==> config.mk <==
export PLATFORM = sky130hd
export DESIGN_NAME = hangul_jamo_glyph_selector
export DESIGN_NICKNAME = d
export VERILOG_FILES = /design/src/sv/hjgs_pkg.sv /design/src/sv/hangul_jamo_glyph_selector.sv
export VERILOG_INCLUDE_DIRS = /design/src /design/src/sv
export SDC_FILE = /design/constraint.sdc
export NUM_CORES = 1
export LEC_CHECK = 0
export BUFFER_PORTS_ARGS = -buffer_cell sky130_fd_sc_hd__buf_2
export CORE_MARGIN = 1
export CORE_UTILIZATION = 25
export CTS_CLUSTER_SIZE = 40
export DETAILED_ROUTE_END_ITERATION = 8
export GPL_ROUTABILITY_DRIVEN = 1
export HOLD_SLACK_MARGIN = 0.02
export PLACE_DENSITY_LB_ADDON = 0.15
export SLEW_MARGIN = 0
export SYNTH_ARGS = -nofsm -noshare
export SYNTH_HDL_FRONTEND = slang
export SYNTH_SLANG_ARGS = --single-unit
==> constraint.sdc <==
create_clock -name clk -period 5.4 [get_ports clk]
set_input_delay 0.81 -clock clk [delete_from_list [all_inputs] [get_ports clk]]
set_output_delay 0.81 -clock clk [all_outputs]
set_load 0.02 [all_outputs]
==> src/sv/hangul_jamo_glyph_selector_macros.svh <==
// Assertion macros shared by the glyph selector RTL
`ifndef HANGUL_JAMO_GLYPH_SELECTOR_MACROS_SVH
`define HANGUL_JAMO_GLYPH_SELECTOR_MACROS_SVH
// check a consequence in the next cycle
`define HJGS_ASSERT_NEXT(label, clk, rst_n, cond, conseq, msg) \
    label: assert property (@(posedge clk) disable iff (!rst_n) (cond) |=> (conseq)) \
        else $error(msg);
// check a consequence in the same cycle
`define HJGS_ASSERT_NOW(label, clk, rst_n, cond, conseq, msg) \
    label: assert property (@(posedge clk) disable iff (!rst_n) (cond) |-> (conseq)) \
        else $error(msg);
`endif

==> src/sv/hjgs_pkg.sv <==
// Types, tables and glyph selection functions for the glyph selector
package hjgs_pkg;

    typedef struct packed {
        logic [4:0] initial_index;
        logic [4:0] vowel_index;
        logic [4:0] final_index;
    } in_item_t;

    typedef struct packed {
        logic [1:0] font_set;
        logic [7:0] initial_glyph;
        logic [7:0] vowel_glyph;
        logic [7:0] final_glyph;
        logic [1:0] glyph_count;
        logic       index_invalid;
    } out_item_t;

    localparam logic [4:0] INIT_MAX  = 5'd19;
    localparam logic [4:0] VOWEL_MAX = 5'd21;
    localparam logic [4:0] FINAL_MAX = 5'd27;
    localparam logic [4:0] IDX_H     = 5'd19;
    localparam logic [1:0] CNT_TWO   = 2'd2;
    localparam logic [1:0] CNT_THREE = 2'd3;
    localparam logic [31:0] KGRP = 32'h0001_0006;
    localparam logic [31:0] DGRP = 32'h0000_4A24;

    localparam logic [21:0] SET2_MASK = 22'b01_0011_1001_1101_0101_0100;

    localparam logic [7:0] INIT_GLYPHS [15][20] = '{
      '{8'h00,8'h10,8'h11,8'h12,8'h14,8'h16,8'h18,8'h1a,8'h1b,8'h1c,
        8'h1d,8'h1e,8'h1f,8'h0f,8'h21,8'h22,8'h23,8'h24,8'h26,8'h28},
      '{8'h00,8'h10,8'h11,8'h13,8'h15,8'h17,8'h19,8'h1a,8'h1b,8'h1c,
        8'h1d,8'h1e,8'h1f,8'h0f,8'h21,8'h22,8'h23,8'h25,8'h27,8'h28},
      '{8'h00,8'h34,8'h35,8'h36,8'h37,8'h38,8'h39,8'h3a,8'h3b,8'h3c,
        8'h3d,8'h3e,8'h3f,8'h40,8'h41,8'h42,8'h43,8'h44,8'h45,8'h46},
      '{8'h00,8'h4f,8'h50,8'h51,8'h52,8'h53,8'h54,8'h55,8'h56,8'h57,
        8'h58,8'h59,8'h5a,8'h5b,8'h5c,8'h5d,8'h5e,8'h5f,8'h60,8'h61},
      '{8'h00,8'h35,8'h36,8'h37,8'h38,8'h39,8'h3a,8'h3b,8'h3c,8'h3d,
        8'h3e,8'h3f,8'h40,8'h41,8'h42,8'h43,8'h44,8'h45,8'h46,8'h47},
      '{8'h00,8'h50,8'h51,8'h37,8'h52,8'h53,8'h3a,8'h3b,8'h54,8'h3d,
        8'h55,8'h56,8'h57,8'h58,8'h59,8'h43,8'h5a,8'h5b,8'h46,8'h5c},
      '{8'h00,8'h60,8'h61,8'h62,8'h63,8'h64,8'h65,8'h66,8'h67,8'h3d,
        8'h68,8'h69,8'h6a,8'h6b,8'h6c,8'h6d,8'h6e,8'h6f,8'h70,8'h71},
      '{8'h00,8'h78,8'h79,8'h7a,8'h7b,8'h7c,8'h7d,8'h7e,8'h7f,8'h3d,
        8'h80,8'h81,8'h82,8'h83,8'h6c,8'h84,8'h85,8'h86,8'h70,8'h87},
      '{8'h00,8'h68,8'h69,8'h6a,8'h6c,8'h6e,8'h70,8'h72,8'h73,8'h74,
        8'h75,8'h76,8'h77,8'h78,8'h79,8'h7a,8'h7b,8'h7c,8'h7e,8'h80},
      '{8'h00,8'h68,8'h69,8'h6b,8'h6d,8'h6f,8'h71,8'h72,8'h73,8'h74,
        8'h75,8'h76,8'h77,8'h78,8'h79,8'h7a,8'h7b,8'h7d,8'h7f,8'h80},
      '{8'h00,8'hb6,8'hb7,8'hb8,8'hb9,8'hba,8'hbb,8'hbc,8'hbd,8'hbe,
        8'hbf,8'hc0,8'hc1,8'hc2,8'hc3,8'hc4,8'hc5,8'hc6,8'hc7,8'hc8},
      '{8'h00,8'h8a,8'h8b,8'h8c,8'h8e,8'h90,8'h92,8'h94,8'h95,8'h96,
        8'h97,8'h98,8'h99,8'h9a,8'h9b,8'h9c,8'h9d,8'h9e,8'ha0,8'ha2},
      '{8'h00,8'h8a,8'h8b,8'h8d,8'h8f,8'h91,8'h93,8'h94,8'h95,8'h96,
        8'h97,8'h98,8'h99,8'h9a,8'h9b,8'h9c,8'h9d,8'h9f,8'ha1,8'ha2},
      '{8'h00,8'hb6,8'hb7,8'hb8,8'hb9,8'hba,8'hbb,8'hbc,8'hbd,8'h96,
        8'hbe,8'hbf,8'hc0,8'hc1,8'hc2,8'hc3,8'hc4,8'hc5,8'hc6,8'hc7},
      '{8'h00,8'hdd,8'hde,8'hdf,8'he0,8'hba,8'he1,8'he2,8'he3,8'h96,
        8'he4,8'he5,8'he6,8'he7,8'he8,8'he9,8'hea,8'hc5,8'hc6,8'heb}};

    localparam logic [3:0] INIT_ROW [2][22] = '{
      '{4'd0,4'd0,4'd0,4'd0,4'd0,4'd1,4'd1,4'd1,4'd1,4'd2,4'd4,4'd5,4'd4,4'd2,4'd3,4'd6,4'd7,
        4'd6,4'd3,4'd2,4'd4,4'd0},
      '{4'd0,4'd8,4'd11,4'd8,4'd11,4'd9,4'd12,4'd9,4'd12,4'd10,4'd13,4'd14,4'd13,4'd10,4'd10,
        4'd13,4'd14,4'd13,4'd10,4'd10,4'd13,4'd8}};

    localparam logic [7:0] FINAL_GLYPHS [5][28] = '{
      '{8'h00,8'h99,8'h9b,8'h9c,8'h9d,8'h9e,8'h9f,8'ha0,8'ha1,8'ha3,8'ha4,8'ha5,8'ha6,8'ha7,
        8'hf1,8'ha8,8'ha9,8'haa,8'hab,8'hac,8'had,8'hae,8'hb0,8'hb1,8'hb2,8'hb3,8'hb4,8'hb5},
      '{8'h00,8'h9a,8'h9b,8'h9c,8'h9d,8'h9e,8'h9f,8'ha0,8'ha2,8'ha3,8'ha4,8'ha5,8'ha6,8'ha7,
        8'hf1,8'ha8,8'ha9,8'haa,8'hab,8'hac,8'had,8'haf,8'hb0,8'hb1,8'hb2,8'hb3,8'hb4,8'hb5},
      '{8'h00,8'he4,8'he6,8'he7,8'he8,8'h9e,8'he9,8'hea,8'heb,8'hed,8'hee,8'ha5,8'hef,8'hf0,
        8'hf1,8'hf2,8'hf3,8'hf5,8'hab,8'hf6,8'had,8'hf7,8'hf9,8'hfa,8'hfb,8'hfc,8'hfe,8'hff},
      '{8'h00,8'he5,8'he6,8'he7,8'he8,8'h9e,8'he9,8'hea,8'hec,8'hed,8'hee,8'ha5,8'hef,8'hf0,
        8'hf1,8'hf2,8'hf4,8'hf5,8'hab,8'hf6,8'had,8'hf8,8'hf9,8'hfa,8'hfb,8'hfd,8'hfe,8'hff},
      '{8'h00,8'hf4,8'hf4,8'hf4,8'hf5,8'hf5,8'hf5,8'hf6,8'hf7,8'hf7,8'hf8,8'hf8,8'hf8,8'hf8,
        8'hf8,8'hf8,8'hf9,8'hfa,8'hfa,8'hfb,8'hfc,8'hfd,8'hfe,8'hfe,8'hfe,8'hff,8'hff,8'hff}};

    localparam logic [2:0] FINAL_CLASS [22] = '{3'd0,3'd0,3'd4,3'd0,3'd4,3'd0,3'd4,3'd0,3'd4,
        3'd2,3'd4,3'd4,3'd4,3'd2,3'd2,3'd4,3'd4,3'd4,3'd2,3'd2,3'd4,3'd0};

    function automatic logic in_set(input logic [4:0] v, input logic [31:0] mask);
        in_set = mask[v];
    endfunction

    function automatic logic [31:0] bm(input int b);
        bm = 32'd1 << b;
    endfunction

    function automatic logic [7:0] by_h(input logic [4:0] f, input logic [7:0] h,
                                       input logic [7:0] o);
        by_h = (f == IDX_H) ? h : o;
    endfunction

    function automatic logic [7:0] vowel_open(input logic [4:0] f, input logic [4:0] m);
        logic [7:0] r;
        case (m)
            5'd1: r = 8'h29;
            5'd2: r = in_set(f, DGRP) ? 8'h2a : 8'h29;
            5'd3: r = 8'h2a;
            5'd4: r = 8'h2b;
            5'd5:
                if (in_set(f, bm(3)|bm(4)|bm(10))) r = 8'h2c;
                else if (in_set(f, bm(9)|bm(11)|bm(14))) r = 8'h2d;
                else if (in_set(f, bm(15)|bm(19))) r = 8'h2e;
                else r = 8'h2b;
            5'd6:
                if (in_set(f, KGRP)) r = 8'h2c;
                else if (in_set(f, bm(3)|bm(4)|bm(10))) r = 8'h2d;
                else if (in_set(f, bm(5)|bm(9)|bm(11)|bm(14))) r = 8'h2f;
                else if (in_set(f, bm(15)|bm(19))) r = 8'h30;
                else r = 8'h2e;
            5'd7: r = in_set(f, bm(3)|bm(4)|bm(10)|bm(17)) ? 8'h30 : 8'h2f;
            5'd8:
                if (in_set(f, bm(1)|bm(2)|bm(8)|bm(15)|bm(16))) r = 8'h31;
                else if (in_set(f, bm(3)|bm(4)|bm(10))) r = 8'h32;
                else if (f == IDX_H) r = 8'h34;
                else r = 8'h33;
            5'd9:  r = (f == 5'd1) ? 8'h47 : by_h(f, 8'h49, 8'h48);
            5'd10: r = (f == 5'd1) ? 8'h48 : by_h(f, 8'h4a, 8'h49);
            5'd11: r = (f == 5'd1) ? 8'h5d : by_h(f, 8'h5f, 8'h5e);
            5'd12: r = (f == 5'd1) ? 8'h4b : by_h(f, 8'h4d, 8'h4c);
            5'd13: r = (f == 5'd1) ? 8'h4a : by_h(f, 8'h4c, 8'h4b);
            5'd14: r = in_set(f, KGRP) ? 8'h62 : by_h(f, 8'h64, 8'h63);
            5'd15: r = in_set(f, KGRP) ? 8'h72 : by_h(f, 8'h74, 8'h73);
            5'd16: r = in_set(f, KGRP) ? 8'h88 : 8'h89;
            5'd17: r = in_set(f, KGRP) ? 8'h75 : by_h(f, 8'h77, 8'h76);
            5'd18: r = in_set(f, KGRP) ? 8'h65 : by_h(f, 8'h67, 8'h66);
            5'd19: r = in_set(f, KGRP | bm(3)) ? 8'h4d : 8'h4e;
            5'd20: r = in_set(f, KGRP) ? 8'h4e : 8'h4f;
            5'd21: r = 8'h33;
            default: r = 8'h00;
        endcase
        vowel_open = r;
    endfunction

    function automatic logic [7:0] vowel_closed(input logic [4:0] f, input logic [4:0] m,
                                               input logic [4:0] l);
        logic       ln;
        logic [7:0] r;
        logic [7:0] lnv;
        ln  = (l == 5'd4) || (l == 5'd19);
        lnv = {7'd0, ln};
        case (m)
            5'd1: r = ln ? 8'h81 : 8'h82;
            5'd2:
                if (ln) r = in_set(f, DGRP) ? 8'ha6 : 8'ha4;
                else r = in_set(f, DGRP) ? 8'ha5 : 8'ha3;
            5'd3: r = ln ? 8'h83 : 8'h84;
            5'd4: r = ln ? 8'ha8 : 8'ha7;
            5'd5:
                if (in_set(f, KGRP)) r = 8'h85 + lnv;
                else if (in_set(f, bm(3)|bm(4)|bm(10))) r = 8'h87 + lnv;
                else if (in_set(f, bm(7)|bm(8)|bm(12)|bm(13))) r = 8'h89 + lnv;
                else if (in_set(f, bm(15)|bm(19))) r = 8'h8d + lnv;
                else r = 8'h8b + lnv;
            5'd6:
                if (in_set(f, bm(3)|bm(4)|bm(10))) r = 8'hab + lnv;
                else if (in_set(f, bm(5)|bm(9)|bm(11)|bm(14))) r = 8'had + lnv;
                else if (in_set(f, bm(15)|bm(19))) r = 8'haf + lnv;
                else r = 8'ha9 + lnv;
            5'd7:
                if (in_set(f, KGRP|bm(7)|bm(8)|bm(12))) r = 8'h8f + lnv;
                else if (in_set(f, bm(3)|bm(4)|bm(10))) r = 8'h91 + lnv;
                else if (in_set(f, bm(15)|bm(19))) r = 8'h95 + lnv;
                else r = 8'h93 + lnv;
            5'd8:
                if (in_set(f, bm(3)|bm(4))) r = ln ? 8'hb3 : 8'hb1;
                else if (in_set(f, bm(15)|bm(19))) r = ln ? 8'hb5 : 8'hb4;
                else r = ln ? 8'hb2 : 8'hb1;
            5'd9:
                if (f == 5'd1) r = 8'hc9;
                else if (in_set(f, bm(6)|bm(13)|bm(14)|bm(15)|bm(16))) r = 8'hcb;
                else if (in_set(f, bm(17)|bm(18)|bm(19))) r = 8'hcc;
                else r = 8'hca;
            5'd10: r = ln ? by_h(f, 8'hcc, 8'hca) : by_h(f, 8'hcb, 8'hc9);
            5'd11: r = ln ? by_h(f, 8'hef, 8'hed) : by_h(f, 8'hee, 8'hec);
            5'd12: r = ln ? by_h(f, 8'hd0, 8'hce) : by_h(f, 8'hcf, 8'hcd);
            5'd13:
                if (f == 5'd1) r = 8'hcd;
                else if (in_set(f, bm(6)|bm(12)|bm(14)|bm(15)|bm(17)|bm(18))) r = 8'hcf;
                else if (f == IDX_H) r = 8'hd0;
                else r = 8'hce;
            5'd14:
                if (in_set(f, KGRP))
                    r = (l == 5'd23 || l == 5'd27) ? 8'hd1 : ((l == 5'd4) ? 8'hd2 : 8'hd3);
                else if (f == IDX_H) r = (l == 5'd4) ? 8'hd4 : 8'hd5;
                else if (in_set(l, bm(1)|bm(7)|bm(16)|bm(17)|bm(20))) r = 8'hd6;
                else r = (l == 5'd4) ? 8'hd7 : 8'hd8;
            5'd15: r = ln ? by_h(f, 8'hd8, 8'hd6) : by_h(f, 8'hd7, 8'hd5);
            5'd16: r = ln ? by_h(f, 8'hf3, 8'hf1) : by_h(f, 8'hf2, 8'hf0);
            5'd17: r = ln ? by_h(f, 8'hdc, 8'hda) : by_h(f, 8'hdb, 8'hd9);
            5'd18:
                if (in_set(f, KGRP))
                    r = (l == 5'd23 || l == 5'd27) ? 8'hd9 : ((l == 5'd4) ? 8'hda : 8'hdb);
                else if (f == IDX_H) r = (l == 5'd4) ? 8'hdc : 8'hdd;
                else if (in_set(l, bm(1)|bm(7)|bm(16)|bm(17)|bm(19))) r = 8'hde;
                else r = (l == 5'd4) ? 8'hdf : 8'he0;
            5'd19: r = in_set(f, KGRP) ? 8'he1 : by_h(f, 8'he2, 8'he3);
            5'd20: r = ln ? by_h(f, 8'hd4, 8'hd2) : by_h(f, 8'hd3, 8'hd1);
            5'd21: r = ln ? 8'h97 : 8'h98;
            default: r = 8'h00;
        endcase
        vowel_closed = r;
    endfunction

    // indices are in range when this is called
    function automatic logic [7:0] final_glyph_of(input logic [4:0] f, input logic [4:0] m,
                                                 input logic [4:0] l);
        logic [7:0] r;
        case (FINAL_CLASS[m])
            3'd0:
                if (in_set(f, bm(1)|bm(3)|bm(4)|bm(5)|bm(7)|bm(10)|bm(13)|bm(16)))
                    r = FINAL_GLYPHS[0][l];
                else
                    r = FINAL_GLYPHS[1][l];
            3'd2: r = (f == IDX_H) ? FINAL_GLYPHS[3][l] : FINAL_GLYPHS[2][l];
            default: r = FINAL_GLYPHS[4][l];
        endcase
        final_glyph_of = r;
    endfunction

    function automatic out_item_t select_glyphs(input in_item_t it);
        out_item_t  o;
        logic [4:0] f;
        logic [4:0] m;
        logic [4:0] l;
        f = it.initial_index;
        m = it.vowel_index;
        l = it.final_index;
        o = '0;
        if (f > INIT_MAX || m > VOWEL_MAX || l > FINAL_MAX) begin
            o.font_set      = 2'd1;
            o.glyph_count   = CNT_TWO;
            o.index_invalid = 1'b1;
        end else begin
            o.font_set      = SET2_MASK[m] ? 2'd2 : 2'd1;
            o.initial_glyph = INIT_GLYPHS[INIT_ROW[l != 5'd0][m]][f];
            if (m == 5'd0 && l == 5'd0) begin
                o.glyph_count = CNT_THREE;
            end else if (l == 5'd0) begin
                o.vowel_glyph = vowel_open(f, m);
                o.glyph_count = CNT_TWO;
            end else begin
                o.vowel_glyph = vowel_closed(f, m, l);
                o.final_glyph = final_glyph_of(f, m, l);
                o.glyph_count = CNT_THREE;
            end
        end
        select_glyphs = o;
    endfunction

endpackage

==> src/sv/hangul_jamo_glyph_selector.sv <==
// Top level of the Hangul syllable glyph selector
//
// Usage:
//   in channel  : in_valid / in_ready / in_data carries one syllable item
//                 (initial, vowel and final jamo indices).
//   out channel : out_valid / out_ready / out_data carries one glyph item
//                 (font set, three glyph codes, glyph count, invalid flag).
//   Each accepted item yields exactly one result item, in order.
//   Path: an accepted item is held in the input register, then the table
//   lookup writes its glyphs into the result register.
//   Throughput: one item per cycle while out_ready stays high; a stall
//   holds the flow as described below.
//   Stall: when out_ready is low the result register holds; the input stage
//   still takes one more item if it is empty, after which in_ready drops until
//   the result moves on.
//   Reset: rst_n clears both valid flags; no item is pending afterwards.
//   There is no configuration and no state kept between items.
`include "hangul_jamo_glyph_selector_macros.svh"
module hangul_jamo_glyph_selector (
    input  logic              clk,
    input  logic              rst_n,
    input  logic              in_valid,
    output logic              in_ready,
    input  hjgs_pkg::in_item_t  in_data,
    output logic              out_valid,
    input  logic              out_ready,
    output hjgs_pkg::out_item_t out_data
);

    hjgs_pkg::in_item_t  in_reg;
    logic                in_vld_reg;
    hjgs_pkg::out_item_t res_reg;
    logic                res_vld_reg;
    logic                res_load;

    // advance the result register when empty or being drained
    assign res_load = !res_vld_reg || out_ready;
    assign in_ready = !in_vld_reg || res_load;

    always_ff @(posedge clk or negedge rst_n)
    begin
        if (!rst_n)
        begin
            in_vld_reg  <= 1'b0;
            res_vld_reg <= 1'b0;
        end
        else
        begin
            if (in_ready)
                in_vld_reg <= in_valid;
            if (res_load)
                res_vld_reg <= in_vld_reg;
        end
    end

    always_ff @(posedge clk)
    begin
        if (in_ready && in_valid)
            in_reg <= in_data;
        if (res_load && in_vld_reg)
            res_reg <= hjgs_pkg::select_glyphs(in_reg);
    end

    assign out_valid = res_vld_reg;
    assign out_data  = res_reg;

    `HJGS_ASSERT_NEXT(a_hold_on_stall, clk, rst_n, out_valid && !out_ready,
        out_valid && $stable(out_data), "result changed while stalled")
    `HJGS_ASSERT_NEXT(a_stage_moves, clk, rst_n, in_vld_reg && res_load, res_vld_reg,
        "held item was lost")
    `HJGS_ASSERT_NOW(a_invalid_zero, clk, rst_n, out_valid && out_data.index_invalid,
        out_data.initial_glyph == 8'd0 && out_data.glyph_count == hjgs_pkg::CNT_TWO,
        "invalid item carries glyphs")
    `HJGS_ASSERT_NOW(a_count_range, clk, rst_n, out_valid,
        out_data.glyph_count == hjgs_pkg::CNT_TWO || out_data.glyph_count == hjgs_pkg::CNT_THREE,
        "bad glyph count")

endmodule

* Yosys cells after proc, flatten, opt, wreduce, memory -nomap -nowiden *
Memories as Yosys holds them, arrays and structs flattened. A register that Yosys moved wholly into a read port is not among the register bits.
Index checks and enable logic that the tools add are counted.
W data, S select, Z words.

operators by class
  bitwise operators = 5
  muxes and demuxes = 168
  order comparisons = 11
  add/sub/neg operators = 13
  equal/unequal tests = 28
  reductions and logical operators = 17

operator list
  operator               number
  $pmux W8 S21           2
  $mux W160              2
  $mux W8                25
  $mux W88               2
  $mux W5                28
  $add A8 B1 Y8 const A  13
  $mux W3                29
  $mux W84               1
  $mux W2                26
  $eq A5 B5 Y1 const B   10
  $mux W4                11
  $bmux W8 S5            1
  $eq A5 B4 Y1 const B   8
  $mux W1                35
  $eq A5 B3 Y1 const B   5
  $mux W6                4
  $bmux W4 S5            1
  $ge A6 B6 Y1 const B   3
  $lt A5 B6 Y1 const B   3
  $not A5 Y6             3
  $pmux W8 S2            1
  $gt A5 B5 Y1 const B   3
  $eq A5 B1 Y1 const B   2
  $eq A5 B2 Y1 const B   2
  other kinds (13)       22

word-level totals
  output and inout port bits = 31
  logic and storage cells = 280
  bits in read-only memories = 4544
  register bits = 46
  input bits = 19
  memories kept = 26

memories
  memory            words  width  read ports  clocked after Yosys merged registers in  wr ports  RTL line         RTL
  (no name shown)   16     160    1           0                                        0         hjgs_pkg.sv:239  o.initial_glyph = INIT_GLYPHS[INIT_ROW[l != 5'd0][m]][f];
  (no name shown)   32     8      1           0                                        0         hjgs_pkg.sv:219  default: r = FINAL_GLYPHS[4][l];
  (no name shown)   32     8      1           0                                        0         hjgs_pkg.sv:218  3'd2: r = (f == IDX_H) ? FINAL_GLYPHS[3][l] : FINAL_GLYPHS[2][l];
  (no name shown)   32     8      1           0                                        0         hjgs_pkg.sv:218
  (no name shown)   32     8      1           0                                        0         hjgs_pkg.sv:217  r = FINAL_GLYPHS[1][l];
  (no name shown)   32     8      1           0                                        0         hjgs_pkg.sv:215  r = FINAL_GLYPHS[0][l];
  20 more memories  n/a    n/a    n/a         n/a                                      n/a       n/a

* Longest topological paths before layout *
  depth after elaboration = 15
  gate-level depth with buffers = 18
  gate-level depth less buffers = 17

* Worst setup path before layout *
No wires, ideal clock.

  path type = reg2reg
  start point = reg in_reg[0] (netlist bit)
  end point = reg res_reg (netlist bit out_data[20]) (data pin)
  buffers on the path = 2
  data required time = 5.137 ns
  arrival time = 4.194 ns
  setup time = 0.263 ns
  setup slack = 0.942 ns
  clock period less this slack = 4.458 ns
  cell stages (with the launch flop) = 19
  cell sequence = edfxtp_1 clkbuf_1 inv_1 ha_1 nand3_2 inv_2 ha_1 mux2_2 mux4_2 o32ai_4 inv_1 ha_1 clkbuf_1 inv_1 o21ai_0 a211o_1 a311o_1 a221oi_1 o31ai_1

between the ends
  word-level cells in the longest chain between the ends = 15
  elaborated cells on any way between the ends = 17
  classes of those cells = order compare (1); mux (11); bitwise (2); reduce/logical (2); memory (1)

ends and longest elaborated chain
  item                                          RTL line                          RTL
  start: declaration                            hangul_jamo_glyph_selector.sv:30  hjgs_pkg::in_item_t in_reg;
  start signal: assignment                      hangul_jamo_glyph_selector.sv:59  in_reg <= in_data;
  $reduce_bool A5 Y1                            hjgs_pkg.sv:239
  $not A1 Y2                                    hjgs_pkg.sv:239
  $mux W84 (not written as such)                hjgs_pkg.sv:239
  $mux W88 (not written as such) (2 in a row)   hjgs_pkg.sv:239
  $bmux W4 S5                                   hjgs_pkg.sv:239
  $mux W4 (not written as such) (2 in a row)    hjgs_pkg.sv:239
  $not A4 Y5                                    hjgs_pkg.sv:239
  $mem_v2 Z16 W160                              n/a
  $mux W160 (not written as such) (2 in a row)  hjgs_pkg.sv:239
  $bmux W8 S5                                   hjgs_pkg.sv:239
  $mux W8 (not written as such) (2 in a row)    hjgs_pkg.sv:239
  end signal: assignment                        hangul_jamo_glyph_selector.sv:61  res_reg <= hjgs_pkg::select_glyphs(in_reg);
  end: declaration                              hangul_jamo_glyph_selector.sv:32  hjgs_pkg::out_item_t res_reg;

Several ways; a longest one is shown, not always the timed one. The select of a mux whose other input is x is not followed.
A chain may end at the register's enable or synchronous reset.

* Worst setup path after layout *
  start point = reg in_reg[1] (netlist bit)
  end point = reg res_reg (netlist bit out_data[24]) (data pin)

Same word-level chain as after synthesis.

==> flow_metrics.env <==
export IMPL_antenna_cells=0
export IMPL_yosysWarnings=0
export IMPL_maxCapViolCount=0
export IMPL_ys_ff_latch=64
export IMPL_cts_root_buf="clkbuf_16"
export IMPL_cts_buffers=9
export IMPL_syn_area_per_cell_um2=7.14
export IMPL_synth_area_um2=8070
export IMPL_ys_async_sr_fraction_pct=3.13
export IMPL_rsz0062_at_grt="false"
export IMPL_slew_headroom_pct=42.0
export IMPL_ant_nets=0
export IMPL_final_core_util_pct=28.7
export IMPL_cts_hold_fix_buffers=0
export IMPL_grt_max_degree=48
export IMPL_die_y_um=182
export IMPL_min_period_ps=4880
export IMPL_mostFrequentLayoutCells="nor2_1 (132), nand2_1 (112), o21ai_0 (109), a21oi_1 (109)"
export IMPL_final_cell_area_um2=9070
export IMPL_slew_viol_final=0
export IMPL_reg2reg_depth=18
export IMPL_synth_ff_type="edfxtp_1"
export IMPL_dp_hpwl_um=26700
export IMPL_post_dp_cell_area_um2=8790
export IMPL_die_w_um=182
export IMPL_final_layout_size_suffix_gt1_share_pct=12.2
export IMPL_antenna_found_initial=1
export IMPL_worst_hold_path_type="in2async"
export IMPL_clock_tree_buffer_depth=2
export IMPL_p_leak_nw=3.41
export IMPL_clock_sinks=64
export IMPL_rows=65
export IMPL_path_cells="inv_1 -> ha_1 -> nand3_2 -> buf_4 -> ha_1 -> nand2_1 -> o22ai_1 -> o21ai_0 -> and2_1 -> inv_1 -> ha_1 -> buf_4 -> o211ai_1 -> nor3b_1 -> a21oi_1 -> or4_1 -> a31oi_1 -> a211o_1"
export IMPL_first_pass_iters=6
export IMPL_required_ps=5620
export IMPL_grt_pass1_wl_um=56000
export IMPL_cp_end_kind="register"
export IMPL_synthDistinctLibCells=86
export IMPL_cp_slowest_cell="nor3b_1"
export IMPL_synth_seq_area_share_pct=21.3
export IMPL_io_pin_count=50
export IMPL_worstPathArrival_ps=5090
export IMPL_die_area_um2=33000
export IMPL_min_period_over_period_pct=90.3
export IMPL_finalSetupTns_ps=0
export IMPL_hold_viol=0
export IMPL_portBuffers=48
export IMPL_syn_inst=1130
export IMPL_path_clk_slew_ps=60
export IMPL_clock_latency_ps=360
export IMPL_first_iter_violations=1247
export IMPL_critPathMaxStageDelay_ps=670
export IMPL_ir_drop_v=0.000146
export IMPL_htreeDepth=3
export IMPL_grt_pass1_vias=8913
export IMPL_layout_commonest_cell="nor2_1"
export IMPL_p_per_area_nw_per_um2=233
export IMPL_cp_max_fo=10
export IMPL_synth_enable_flop_cells=43
export IMPL_post_cts_buffers=0
export IMPL_synth_nets=1197
export IMPL_clock_skew_final_ps=13.3
export IMPL_fmax_mhz=205
export IMPL_drc=0
export IMPL_run_status="finished, final reports clean"
export IMPL_path_buf_inv=4
export IMPL_gp_congestion=0.986
export IMPL_crit_cells=18
export IMPL_hold_worst_slack_ps=232
export IMPL_worst_pin_slew_ps=846
export IMPL_wl_per_cell_um=23.7
export IMPL_syn_to_final_growth_pct=12.4
export IMPL_ctsResizeCount=0
export IMPL_vias=9562
export IMPL_path_class="reg2reg"
export IMPL_drt_wl_total_um=36900
export IMPL_cts_tree="built"
export IMPL_start_util_pct=25.5
export IMPL_critPathLaunchType="register"
export IMPL_gr_total_overflow=0
export IMPL_setup_viol=0
export IMPL_cp_common_cell="ha_1"
export IMPL_nets=1212
export IMPL_core_um2=31600
export IMPL_critical_path_top_delay_family="simple AND/OR/NAND/NOR gates"
export IMPL_vias_per_cell=6.16
export IMPL_track_usage_pct=22.1
## worst paths after layout
path,from,endpoint,slack (ps)
setup / recovery,in_reg[1],out_data[24],520
hold / removal,rst_n,out_valid,230
setup reg to reg,in_reg[1],out_data[24],520
hold reg to reg,in_vld_reg,out_valid,500
max in group asynchronous,rst_n,in_vld_reg,5080
min in group clk,in_vld_reg,out_valid,500
## cell type report
type                    count  area (µm²)
fillers                  3454       22600
clock inverters             6        42.5
inverters                  39         146
well taps                 402         503
clock buffers              10         239
multi-input cells         938        5830
flip-flops and latches     64        1720
repair buffers             93         591
## cell usage after synthesis (7+ instances only)
master | count | area (µm²)
buf_1 | 9 | 33.8
a21oi_1 | 109 | 546
mux2_2 | 7 | 78.8
and2_1 | 11 | 68.8
a211o_1 | 15 | 131
o211ai_1 | 16 | 120
edfxtp_1 | 43 | 1290
a211oi_1 | 22 | 165
ha_1 | 48 | 601
nor3_1 | 37 | 185
dfxtp_1 | 19 | 380
nand2_1 | 112 | 420
nand3_1 | 32 | 160
clkbuf_1 | 54 | 203
a22oi_1 | 8 | 60.1
nor4_1 | 9 | 56.3
inv_1 | 36 | 135
nand2b_1 | 16 | 100
nand4_1 | 13 | 81.3
o311ai_0 | 10 | 87.6
a31oi_1 | 28 | 175
o32ai_1 | 7 | 61.3
buf_2 | 23 | 115
o22ai_1 | 19 | 119
nor2b_1 | 16 | 100
nor2_1 | 132 | 495
o21ai_0 | 109 | 546
o31ai_1 | 10 | 75.1
a221oi_1 | 8 | 70.1
mux2i_1 | 14 | 140
## per-stage QoR
stage	instances	setup slack (ps)	power [mW]
floorplan	1130	942	1.21
global placement	1536	693	1.54
detailed placement	1536	705	1.51
CTS	1552	673	2.11
global route	1552	157	2.22
finish	1552	524	2.11
## kinds of logic after synthesis
group	after synthesis	share of synthesized area, %
AO/OA/AOI/OAI	446	36.3
other	1	0.0465
multiplexers	25	3.83
flip-flops	64	21.3
AND/OR/NAND/NOR	416	24.4
adder cells (fa/ha/maj)	48	7.44
buffers and inverters	128	6.50
XOR/XNOR	2	0.217
## per-layer routing
metal	vias up	wire length (µm)	track usage [%]
met3	110	3460	4.43
met1	4533	16300	30.4
met2	592	15500	32.8
met5	-	0	0
li1	4327	-	-
met4	0	1560	10.1
## worst reg2reg max path, stage by stage, from the launching register on
cell and delay (ps):
edfxtp_1 550, inv_1 130, ha_1 240, nand3_2 200, buf_4 240, ha_1 230
nand2_1 100, o22ai_1 80, o21ai_0 470, and2_1 230, inv_1 190, ha_1 260
buf_4 160, o211ai_1 180, nor3b_1 670, a21oi_1 70, or4_1 420, a31oi_1 190
a211o_1 120
## report_power, final
group	internal, mW	leakage [nW]	total [mW]	switching [mW]
logic	0.288	2.67	0.907	0.619
registers	0.579	0.599	0.623	0.0439
clock network	0.326	0.143	0.584	0.259
total	1.19	3.41	2.11	0.922
No activity file was read; power rests on OpenSTA's default activity.
